<file path="config.mk">
export PLATFORM = sky130hd
export DESIGN_NAME = usb_control_transfer_td_generator
export DESIGN_NICKNAME = d
export VERILOG_FILES = /design/src/usbctd_pkg.sv /design/src/usbctd_fmt.sv /design/src/usb_control_transfer_td_generator.sv
export VERILOG_INCLUDE_DIRS = /design/src /design/src/src
export SDC_FILE = /design/constraint.sdc
export NUM_CORES = 1
export LEC_CHECK = 0
export BUFFER_PORTS_ARGS = -buffer_cell sky130_fd_sc_hd__buf_4
export CAP_MARGIN = 20
export CORE_AREA = 5 5 171 173
export CTS_CLUSTER_DIAMETER = 50
export DETAILED_ROUTE_END_ITERATION = 10
export DIE_AREA = 0 0 176 178
export HOLD_SLACK_MARGIN = 0.03
export PLACE_DENSITY = 0.65
export SLEW_MARGIN = 20
export SYNTH_ARGS = -nofsm -noshare
export SYNTH_HDL_FRONTEND = slang
export SYNTH_HIERARCHICAL = 1
export SYNTH_SLANG_ARGS = --single-unit
</file>
<file path="constraint.sdc">
create_clock -name aclk -period 8.5 [get_ports aclk]
set_input_delay 2.55 -clock aclk [delete_from_list [all_inputs] [get_ports aclk]]
set_output_delay 2.55 -clock aclk [all_outputs]
set_load 0.02 [all_outputs]
</file>
<file path="src/usb_control_transfer_td_generator_defines.svh">
// ----------------------------------------------------------------------------
// USB control transfer TD generator: assertion macros
// Shared concurrent assertion forms, clocked on aclk, off during reset.
// ----------------------------------------------------------------------------
`ifndef USB_CONTROL_TRANSFER_TD_GENERATOR_DEFINES_SVH
`define USB_CONTROL_TRANSFER_TD_GENERATOR_DEFINES_SVH

// consequent must hold in the same cycle as the antecedent
`define TDG_ASSERT_SAME(label, ante, cons) \
    label: assert property (@(posedge aclk) disable iff (!aresetn) (ante) |-> (cons)) \
        else $error("usb td generator check failed");

// consequent must hold in the cycle after the antecedent
`define TDG_ASSERT_NEXT(label, ante, cons) \
    label: assert property (@(posedge aclk) disable iff (!aresetn) (ante) |=> (cons)) \
        else $error("usb td generator check failed");

`endif

</file>
<file path="src/usbctd_pkg.sv">
// ----------------------------------------------------------------------------
// usbctd_pkg
// Constants, codes and types shared by the control transfer TD generator.
// ----------------------------------------------------------------------------
package usbctd_pkg;

    localparam int DESCRIPTOR_POOL = 64;
    // data descriptors that fit next to the setup and status descriptors
    localparam int POOL_CHUNKS     = DESCRIPTOR_POOL - 2;
    localparam int PROD_W          = 8 + $clog2(DESCRIPTOR_POOL);
    localparam int CMP_W           = (PROD_W > 16) ? PROD_W : 16;

    localparam logic [1:0] STAGE_SETUP  = 2'd0;
    localparam logic [1:0] STAGE_DATA   = 2'd1;
    localparam logic [1:0] STAGE_STATUS = 2'd2;

    localparam logic [7:0] PID_IN          = 8'h69;
    localparam logic [7:0] PID_OUT         = 8'hE1;
    localparam logic [7:0] PID_SETUP_TOKEN = 8'h2D;

    localparam logic [10:0] LEN_SETUP_M1 = 11'd7;
    localparam logic [10:0] LEN_NONE     = 11'h7FF;
    localparam logic [1:0]  ERR_COUNT    = 2'd3;

    typedef struct packed {
        logic [1:0]  stage;
        logic [7:0]  pid;
        logic        toggle;
        logic [10:0] len_m1;
        logic        ioc;
    } td_req_t;

endpackage

</file>
<file path="src/usbctd_fmt.sv">
// ----------------------------------------------------------------------------
// usbctd_fmt
// Packs a descriptor request into the TD token and control/status words.
// ----------------------------------------------------------------------------
module usbctd_fmt (
    input  usbctd_pkg::td_req_t req,
    input  logic [6:0]          device_address,
    input  logic                ls_device,
    output logic [31:0]         token_word,
    output logic [31:0]         cs_word
);
    import usbctd_pkg::*;

    // endpoint field (18:15) is always zero
    assign token_word = {req.len_m1, 1'b0, req.toggle, 4'b0000, device_address, req.pid};

    // active 23, ioc 24, low speed 26, error count 28:27
    assign cs_word = {3'b000, ERR_COUNT, ls_device, 1'b0, req.ioc, 1'b1, 23'd0};

endmodule

</file>
<file path="src/usb_control_transfer_td_generator.sv">
// ----------------------------------------------------------------------------
// usb_control_transfer_td_generator
// Turns one USB control request into its SETUP, DATA and STATUS TDs.
// ----------------------------------------------------------------------------
// A request is taken only when the block is idle. It first runs its checks
// (pool fit via one multiply of max_packet_size in S_MUL, then a compare in
// S_CHECK) and then loads one descriptor per cycle into the output register
// while the sink takes them: chunks+2 descriptors, or a single error
// descriptor for a refused request. Data chunks are cut by one shared
// subtractor, one chunk per cycle while the sink takes them. The block
// returns to idle as the last descriptor is loaded into the output register,
// so a new request is not taken before the last one is through; it can be
// accepted in the following cycle.
module usb_control_transfer_td_generator (
    input  logic        aclk,
    input  logic        aresetn,
    input  logic        cfg_wr_en,
    input  logic        cfg_wr_data,
    input  logic        s_valid,
    output logic        s_ready,
    input  logic [6:0]  s_device_address,
    input  logic [7:0]  s_max_packet_size,
    input  logic        s_low_speed_device,
    input  logic        s_direction_in,
    input  logic [15:0] s_data_length,
    input  logic [31:0] s_setup_address,
    input  logic [31:0] s_data_address,
    output logic        m_valid,
    input  logic        m_ready,
    output logic [1:0]  m_stage,
    output logic [31:0] m_token_word,
    output logic [31:0] m_control_status_word,
    output logic [31:0] m_buffer_pointer,
    output logic        m_last_descriptor,
    output logic        m_request_error
);
    import usbctd_pkg::*;

    localparam logic [2:0] S_IDLE   = 3'd0;
    localparam logic [2:0] S_MUL    = 3'd1;
    localparam logic [2:0] S_CHECK  = 3'd2;
    localparam logic [2:0] S_ERR    = 3'd3;
    localparam logic [2:0] S_SETUP  = 3'd4;
    localparam logic [2:0] S_DATA   = 3'd5;
    localparam logic [2:0] S_STATUS = 3'd6;

    logic [2:0]  state_reg, state_next;
    logic        avail_reg, avail_next;

    logic [6:0]  addr_reg, addr_next;
    logic [7:0]  mp_reg, mp_next;
    logic        low_reg, low_next;
    logic        dir_reg, dir_next;
    logic [15:0] len_reg, len_next;
    logic [15:0] rem_reg, rem_next;
    logic [31:0] setup_reg, setup_next;
    logic [31:0] ptr_reg, ptr_next;
    logic        toggle_reg, toggle_next;
    logic [PROD_W-1:0] prod_reg, prod_next;

    logic        m_valid_reg, m_valid_next;
    logic [1:0]  m_stage_reg, m_stage_next;
    logic [31:0] m_token_reg, m_token_next;
    logic [31:0] m_cs_reg, m_cs_next;
    logic [31:0] m_buf_reg, m_buf_next;
    logic        m_last_reg, m_last_next;
    logic        m_err_reg, m_err_next;

    td_req_t     req;
    logic [31:0] fmt_token;
    logic [31:0] fmt_cs;
    logic        load;
    logic [16:0] diff;
    logic        borrow;
    logic [7:0]  chunk;
    logic [15:0] rem_after;
    logic        refuse;

    usbctd_fmt u_fmt (
        .req            (req),
        .device_address (addr_reg),
        .ls_device      (low_reg),
        .token_word     (fmt_token),
        .cs_word        (fmt_cs)
    );

    assign s_ready = (state_reg == S_IDLE);
    assign load    = !m_valid_reg || m_ready;

    // shared subtractor: remaining minus max packet, borrow picks the chunk
    assign diff      = {1'b0, rem_reg} - {9'd0, mp_reg};
    assign borrow    = diff[16];
    assign chunk     = borrow ? rem_reg[7:0] : mp_reg;
    assign rem_after = borrow ? 16'd0 : diff[15:0];

    // ceil(len/mp) > POOL_CHUNKS  <=>  len > POOL_CHUNKS*mp
    assign refuse = !avail_reg || (mp_reg == 8'd0)
                    || (CMP_W'(len_reg) > CMP_W'(prod_reg));

    always_comb begin
        req = '0;
        case (state_reg)
            S_SETUP: begin
                req.stage  = STAGE_SETUP;
                req.pid    = PID_SETUP_TOKEN;
                req.len_m1 = LEN_SETUP_M1;
            end
            S_DATA: begin
                req.stage  = STAGE_DATA;
                req.pid    = dir_reg ? PID_IN : PID_OUT;
                req.toggle = toggle_reg;
                req.len_m1 = {3'd0, chunk - 8'd1};
            end
            S_STATUS: begin
                req.stage  = STAGE_STATUS;
                req.pid    = ((len_reg != 16'd0) && dir_reg) ? PID_OUT : PID_IN;
                req.toggle = 1'b1;
                req.len_m1 = LEN_NONE;
                req.ioc    = 1'b1;
            end
            default: req = '0;
        endcase
    end

    always_comb begin
        state_next   = state_reg;
        avail_next   = cfg_wr_en ? cfg_wr_data : avail_reg;
        addr_next    = addr_reg;
        mp_next      = mp_reg;
        low_next     = low_reg;
        dir_next     = dir_reg;
        len_next     = len_reg;
        rem_next     = rem_reg;
        setup_next   = setup_reg;
        ptr_next     = ptr_reg;
        toggle_next  = toggle_reg;
        prod_next    = prod_reg;
        m_valid_next = m_valid_reg;
        m_stage_next = m_stage_reg;
        m_token_next = m_token_reg;
        m_cs_next    = m_cs_reg;
        m_buf_next   = m_buf_reg;
        m_last_next  = m_last_reg;
        m_err_next   = m_err_reg;

        if (m_valid_reg && m_ready) begin
            m_valid_next = 1'b0;
        end

        case (state_reg)
            S_IDLE: begin
                if (s_valid) begin
                    addr_next  = s_device_address;
                    mp_next    = s_max_packet_size;
                    low_next   = s_low_speed_device;
                    dir_next   = s_direction_in;
                    len_next   = s_data_length;
                    rem_next   = s_data_length;
                    setup_next = s_setup_address;
                    ptr_next   = s_data_address;
                    state_next = S_MUL;
                end
            end
            S_MUL: begin
                prod_next  = PROD_W'(mp_reg) * PROD_W'(POOL_CHUNKS);
                state_next = S_CHECK;
            end
            S_CHECK: begin
                state_next = refuse ? S_ERR : S_SETUP;
            end
            S_ERR: begin
                if (load) begin
                    m_valid_next = 1'b1;
                    m_stage_next = STAGE_SETUP;
                    m_token_next = '0;
                    m_cs_next    = '0;
                    m_buf_next   = '0;
                    m_last_next  = 1'b1;
                    m_err_next   = 1'b1;
                    state_next   = S_IDLE;
                end
            end
            S_SETUP: begin
                if (load) begin
                    m_valid_next = 1'b1;
                    m_stage_next = req.stage;
                    m_token_next = fmt_token;
                    m_cs_next    = fmt_cs;
                    m_buf_next   = setup_reg;
                    m_last_next  = 1'b0;
                    m_err_next   = 1'b0;
                    toggle_next  = 1'b1;
                    state_next   = (len_reg != 16'd0) ? S_DATA : S_STATUS;
                end
            end
            S_DATA: begin
                if (load) begin
                    m_valid_next = 1'b1;
                    m_stage_next = req.stage;
                    m_token_next = fmt_token;
                    m_cs_next    = fmt_cs;
                    m_buf_next   = ptr_reg;
                    m_last_next  = 1'b0;
                    m_err_next   = 1'b0;
                    ptr_next     = ptr_reg + {24'd0, chunk};
                    rem_next     = rem_after;
                    toggle_next  = !toggle_reg;
                    if (rem_after == 16'd0) begin
                        state_next = S_STATUS;
                    end
                end
            end
            S_STATUS: begin
                if (load) begin
                    m_valid_next = 1'b1;
                    m_stage_next = req.stage;
                    m_token_next = fmt_token;
                    m_cs_next    = fmt_cs;
                    m_buf_next   = '0;
                    m_last_next  = 1'b1;
                    m_err_next   = 1'b0;
                    state_next   = S_IDLE;
                end
            end
            default: state_next = S_IDLE;
        endcase
    end

    always_ff @(posedge aclk) begin
        if (!aresetn) begin
            state_reg   <= S_IDLE;
            avail_reg   <= 1'b0;
            m_valid_reg <= 1'b0;
        end else begin
            state_reg   <= state_next;
            avail_reg   <= avail_next;
            m_valid_reg <= m_valid_next;
        end
    end

    always_ff @(posedge aclk) begin
        addr_reg    <= addr_next;
        mp_reg      <= mp_next;
        low_reg     <= low_next;
        dir_reg     <= dir_next;
        len_reg     <= len_next;
        rem_reg     <= rem_next;
        setup_reg   <= setup_next;
        ptr_reg     <= ptr_next;
        toggle_reg  <= toggle_next;
        prod_reg    <= prod_next;
        m_stage_reg <= m_stage_next;
        m_token_reg <= m_token_next;
        m_cs_reg    <= m_cs_next;
        m_buf_reg   <= m_buf_next;
        m_last_reg  <= m_last_next;
        m_err_reg   <= m_err_next;
    end

    assign m_valid               = m_valid_reg;
    assign m_stage               = m_stage_reg;
    assign m_token_word          = m_token_reg;
    assign m_control_status_word = m_cs_reg;
    assign m_buffer_pointer      = m_buf_reg;
    assign m_last_descriptor     = m_last_reg;
    assign m_request_error       = m_err_reg;

`include "usb_control_transfer_td_generator_defines.svh"

    `TDG_ASSERT_SAME(a_err_is_last, m_valid && m_request_error, m_last_descriptor && (m_token_word == 32'd0))
    `TDG_ASSERT_SAME(a_status_last, m_valid && (m_stage == STAGE_STATUS), m_last_descriptor && m_control_status_word[24])
    `TDG_ASSERT_SAME(a_data_rem, state_reg == S_DATA, rem_reg != 16'd0)
    `TDG_ASSERT_NEXT(a_one_request, s_valid && s_ready, !s_ready)

endmodule
</file>
* Word-level counts from Yosys, hierarchy flattened
Index checks and enable logic that the tools add are counted.
** Word-level totals
- Bits of input ports :: 103
- Register bits after elaboration :: 232
** Operators by class
- $mul :: 1
- Reductions and logical operators :: 28
- Add/subtract/negate cells :: 3
- Eq/ne operators :: 14
- Multiplexer cells :: 42
- Order comparisons :: 1
** Operators with widths (count)
- $mux 32 :: 7
- $pmux 32 s2 :: 3
- $pmux 32 s3 :: 1
- $mux 16 :: 3
- $add 32x8->32 :: 1
- $pmux 16 s2 :: 1
- $mux 8 :: 3
- $pmux 11 s2 :: 1
- $pmux 10 s2 :: 1
- $mux 3 :: 6
- $pmux 3 s6 :: 1
- $sub 16x8->17 :: 1
- $gt 16x14->1 :: 1
- $logic_not 16->1 :: 1
- $reduce_bool 16->1 :: 1
- $mul 8x5->13 const B :: 1
- $reduce_and 3->1 :: 4
- $ne 2x2->1 const B :: 5
- $eq 3x3->1 const B :: 3
- $logic_not 8->1 :: 1
- $pmux 1 s2 :: 4
- $reduce_bool 2->1 :: 4
- $sub 8x1->8 const B :: 1
- $mux 1 :: 7
- 16 further kinds :: 27

* Logic depth before layout (Yosys ltp)
- Depth after elaboration :: 6
- Mapped depth :: 23

* By module
The synthesis kept the hierarchy.
** By module, submodules not included
- usb_control_transfer_td_generator :: area each 11668.7 µm², cells each 991, sequential area each 6916.6 µm², instances 1
- usbctd_fmt :: area each 488.0 µm², cells each 66, sequential area each 0.0 µm², instances 1

* Worst setup path after synthesis
No wires, ideal clock.
- Path type :: input-to-reg
- Start :: input port m_ready
- End :: register m_cs_reg[0] (netlist: m_control_status_word[0]) (enable)
- Stages :: 3
- Arrival :: 5.514 ns
- Path slack :: 2.493 ns
- Cell sequence :: nor2b_1 -> buf_6 -> nor2_1
** Between the ends
- Longest elaborated chain between the ends :: 3
- Elaborated cells between the ends (all ways) :: 4
- Those cells by class :: eq/ne (2); reduce/logical (2)
** RTL lines
- start: declaration :: line usb_control_transfer_td_generator.sv:29 : input logic m_ready,
- $logic_or 1x1->1 (*) :: line usb_control_transfer_td_generator.sv:88 : assign load = !m_valid_reg || m_ready;
- $ne 2x2->1 (no line) or $ne 2x1->1 (tied branches)
- $reduce_and 3->1 (no line) (*)
- end signal: assignment :: line usb_control_transfer_td_generator.sv:254 : m_cs_reg <= m_cs_next;
- end: declaration :: line usb_control_transfer_td_generator.sv:64 : logic [31:0] m_cs_reg, m_cs_next;
Every way passes the cells marked *; elsewhere a longest branch is shown, timed or not.
A chain may end at the register's enable or synchronous reset.

* Final worst setup path
- Start :: register mp_reg[5]
- End :: register ptr_reg[18] (data pin)
** Between the ends
- Longest elaborated chain between the ends :: 5
** RTL lines
- start: declaration :: line usb_control_transfer_td_generator.sv:51 : logic [7:0] mp_reg, mp_next;
- start signal: assignment :: line usb_control_transfer_td_generator.sv:243 : mp_reg <= mp_next;
- $sub 16x8->17 :: line usb_control_transfer_td_generator.sv:91 : assign diff = {1'b0, rem_reg} - {9'd0, mp_reg};
- $mux 8 (*) :: line usb_control_transfer_td_generator.sv:93 : assign chunk = borrow ? rem_reg[7:0] : mp_reg;
- $add 32x8->32 (*) :: line usb_control_transfer_td_generator.sv:205 : ptr_next = ptr_reg + {24'd0, chunk};
- $mux 32 (*) :: line usb_control_transfer_td_generator.sv:197 : if (load) begin
- $pmux 32 s2 (*) :: line usb_control_transfer_td_generator.sv:150 : case (state_reg)
- net ptr_next[18] :: line usb_control_transfer_td_generator.sv:57 : logic [31:0] ptr_reg, ptr_next;
- end signal: assignment :: line usb_control_transfer_td_generator.sv:249 : ptr_reg <= ptr_next;
- end: declaration :: line usb_control_transfer_td_generator.sv:57
The timed path passes the listed nets; every way through them passes the cells marked *. The select of a mux whose other input is x is not followed.

==> impl_metrics.ini <==
[setup_path]
path_class = register to register
crit_top_cell = o21ai_0
start_kind = register
critPathMaxFanout = 26
crit_arrival_ps = 6110
slowest_stage = and3_1
r2r_slack_ps = 2670
worst-r2r-cell-count = 19
crit_chain = inv_1, ha_1, a21o_1, or2_2, o221ai_2, and3_1, nand2_1, o21ai_0, ha_1, inv_1, fa_1, nor2b_1, o21ai_0, a21boi_0, o21ai_0, a211o_1, nor3_1, xnor2_1, o21ai_0
cp_slowest_stage_delay_ps = 850
worstPathRequired_ps = 8770
r2r-start = mp_reg[5]$_DFFE_PP_
cp-end-kind = register
crit_family = compound AO/OA/AOI/OAI gates
r2r_end = ptr_reg[18]$_DFFE_PP_
critPathBufInv = 2

[synthesis]
ys_async_sr_fraction_pct = 0
synth_area_leaders = edfxtp_1 56%, ha_1 5.6%, nand2_1 4.7%, buf_4 4.0%, and3_1 3.8%
syn_area_um2 = 12200
synthXorXnorAreaFrac_pct = 3.96
post-synth-top-area-fraction_pct = 56.1
synth-compound-area-share_pct = 8.42
ys_types = 63
seq_area_frac_synth_pct = 56.9
post-synth-top-count-cell = edfxtp_1
synth_mux_area_share_pct = 0.515
synthSimpleGateAreaFrac_pct = 14.2
netlist_instances = 1057
synth-edff-count = 227
synth_fa_ha_area_share_pct = 8.69
avgSynthCellArea_um2 = 11.5
synth_ff_type = edfxtp_1
synth_seq_cells = 232
synth_common_cells = 227 x edfxtp_1, 152 x nand2_1, 91 x o21ai_0
synth_top_family_by_area = simple AND/OR/NAND/NOR gates
yosysTopAreaCell = edfxtp_1
ys_warn_count = 6

[sta]
finalClockSkew_ps = 21.6
setup_violations = 0
finalMaxSlewViolations = 0
rsz0062_at_grt = no
tns_ps = 0
period_share_pct = 68.6
tightestPinTransition_ps = 1020
relSlewSlack_pct = 31.8
fmax_ghz = 0.171
fin_crit_ps = 5830
hold_violations = 0

[detailed_routing]
remaining_drc_errors = 0
ant_nets = 0
initialDrtViolationCount = 649
viasPerCell = 5.17
via_count = 8209
wl_per_cell_um = 17.8
routed_wl_mm = 28.2
first_pass_iters = 5

[floorplanning]
dieArea_um2 = 31300
die_x_um = 176
initial_core_util_pct = 44.2
coreArea_um2 = 27500
die_height_um = 178
std_cell_rows = 61
ioPinCount = 205

[power_and_ir_drop]
ir_worst_vdd_uv = 153
p_per_area_nw_per_um2 = 236
finalPower_w = 0.00344
leakagePower_nw = 6.15

[run_status]
status = finished, final reports clean

[clocking]
post_cts_resized = 0
cts_tree = yes
htreeDepth = 1
clk_path_buf_depth = 3
clkSinkCount = 232
cts_made_buffers = 28
clock_tree.root_cell = clkbuf_16
cts.clk_slew.worst_paths_ps = 60
worst_skew_pair.late_latency_ps = 550
post_cts_buffers = 0
hold_buffers = 0

[layout]
fin_nets = 1395
antenna_cells = 0
drive_gt1_share_pct = 22.3
syn_to_final_growth_pct = 19.8

[run]
drv_cap = 0

[hold_path]
whs_path_depth = 1
hp-start = addr_reg[6]$_DFFE_PP_
min_path_type = register to register
min_to = m_token_word[14]$_SDFFCE_PP0P_

[place]
io_buffers = 204
place_congestion = 0.833
dpl.hpwl_mm = 19.9

[grt]
grt_pass1_wl_mm = 43.3
grt_max_degree = 115
antenna_found_initial = 0
grt_pass1_vias = 7931
grt.overflow.total = 0
grtUsageTotal_pct = 17.5
[cells in the final DEF, fill, tap and decap left out, types with 4 or more instances in the layout]
cell type  count
nor3b_1        4
ha_1          54
clkbuf_16     28
inv_1         46
a21o_1        11
clkinv_1       6
nand2_1      152
xor2_1        28
clkinv_2       5
nand4b_1       4
clkbuf_1       5
nand2b_1       5
o21ai_0       91
o21a_1         4
nor3_1        20
and3_1        73
edfxtp_1     227
mux2i_1        4
nand3_1       12
buf_4        210
a211oi_1       4
nor2_1        44
nor4_1         6
dfxtp_1        4
o31ai_1        7
xnor2_1       27
nand4_1        6
a21boi_0       4
fa_1          19
a21oi_1       30
conb_1        37
[kinds of logic after synthesis]
group / after synthesis
other cells: 3
buf+inv: 160
xor+xnor: 55
flops: 232
compound gates: 174
mux: 6
simple gates: 354
fa+ha+maj: 73
[per-layer routing]
metal,GRT usage [%],share of wire (%),up-vias
met5,0,0,-
met4,4.55,2.5,0
met3,3.09,5.6,43
met2,29.2,48,248
met1,23.9,44,3922
li1,-,-,3996
[worst max path at each step]
| stage | from | end | slack (ps) | depth (start not counted) |
|---|---|---|---|---|
| floorplan | m_ready | m_control_status_word[0]$_SDFFCE_PP0P_ | 2490 | 3 |
| finish | mp_reg[5]$_DFFE_PP_ | ptr_reg[18]$_DFFE_PP_ | 2670 | 19 |
| global route | mp_reg[5]$_DFFE_PP_ | ptr_reg[18]$_DFFE_PP_ | 2160 | 19 |
| CTS | mp_reg[5]$_DFFE_PP_ | ptr_reg[18]$_DFFE_PP_ | 2680 | 19 |
| detailed placement | mp_reg[5]$_DFFE_PP_ | ptr_reg[18]$_DFFE_PP_ | 2700 | 19 |
| global placement | mp_reg[5]$_DFFE_PP_ | ptr_reg[25]$_DFFE_PP_ | 2950 | 15 |
[power breakdown]
group	internal [W]	switching (W)	total (W)
Clock	0.000672	0.000478	0.00115
Sequential	0.00143	0.0000746	0.00151
Combinational	0.000331	0.000452	0.000784
Total	0.00243	0.00100	0.00344
[per-stage QoR]
| step | cells | area, um^2 | hold slack, ps | setup WS, ps | util (%) |
|---|---|---|---|---|---|
| floorplan | 1091 | 12300 | 482 | 2490 | - |
| finish | 1587 | 14600 | 548 | 2670 | 53.0 |
| detailed placement | 1534 | 13600 | 538 | 2700 | 49.6 |
| global placement | 1534 | 13600 | 529 | 2950 | 49.6 |
| global route | 1587 | 14600 | 575 | 2160 | 53.0 |
| CTS | 1586 | 14500 | 548 | 2680 | 52.9 |
[final cells by class]
class / instances / area (um^2)
Sequential cell: 232 / 6920
Clock buffer: 33 / 719
Tap cell: 346 / 433
Fill cell: 2424 / 12900
Inverter: 47 / 176
Multi-Input combinational cell: 699 / 4540
Clock inverter: 19 / 178
Timing Repair Buffer: 211 / 1600
No activity file was read; power rests on OpenSTA's default activity.
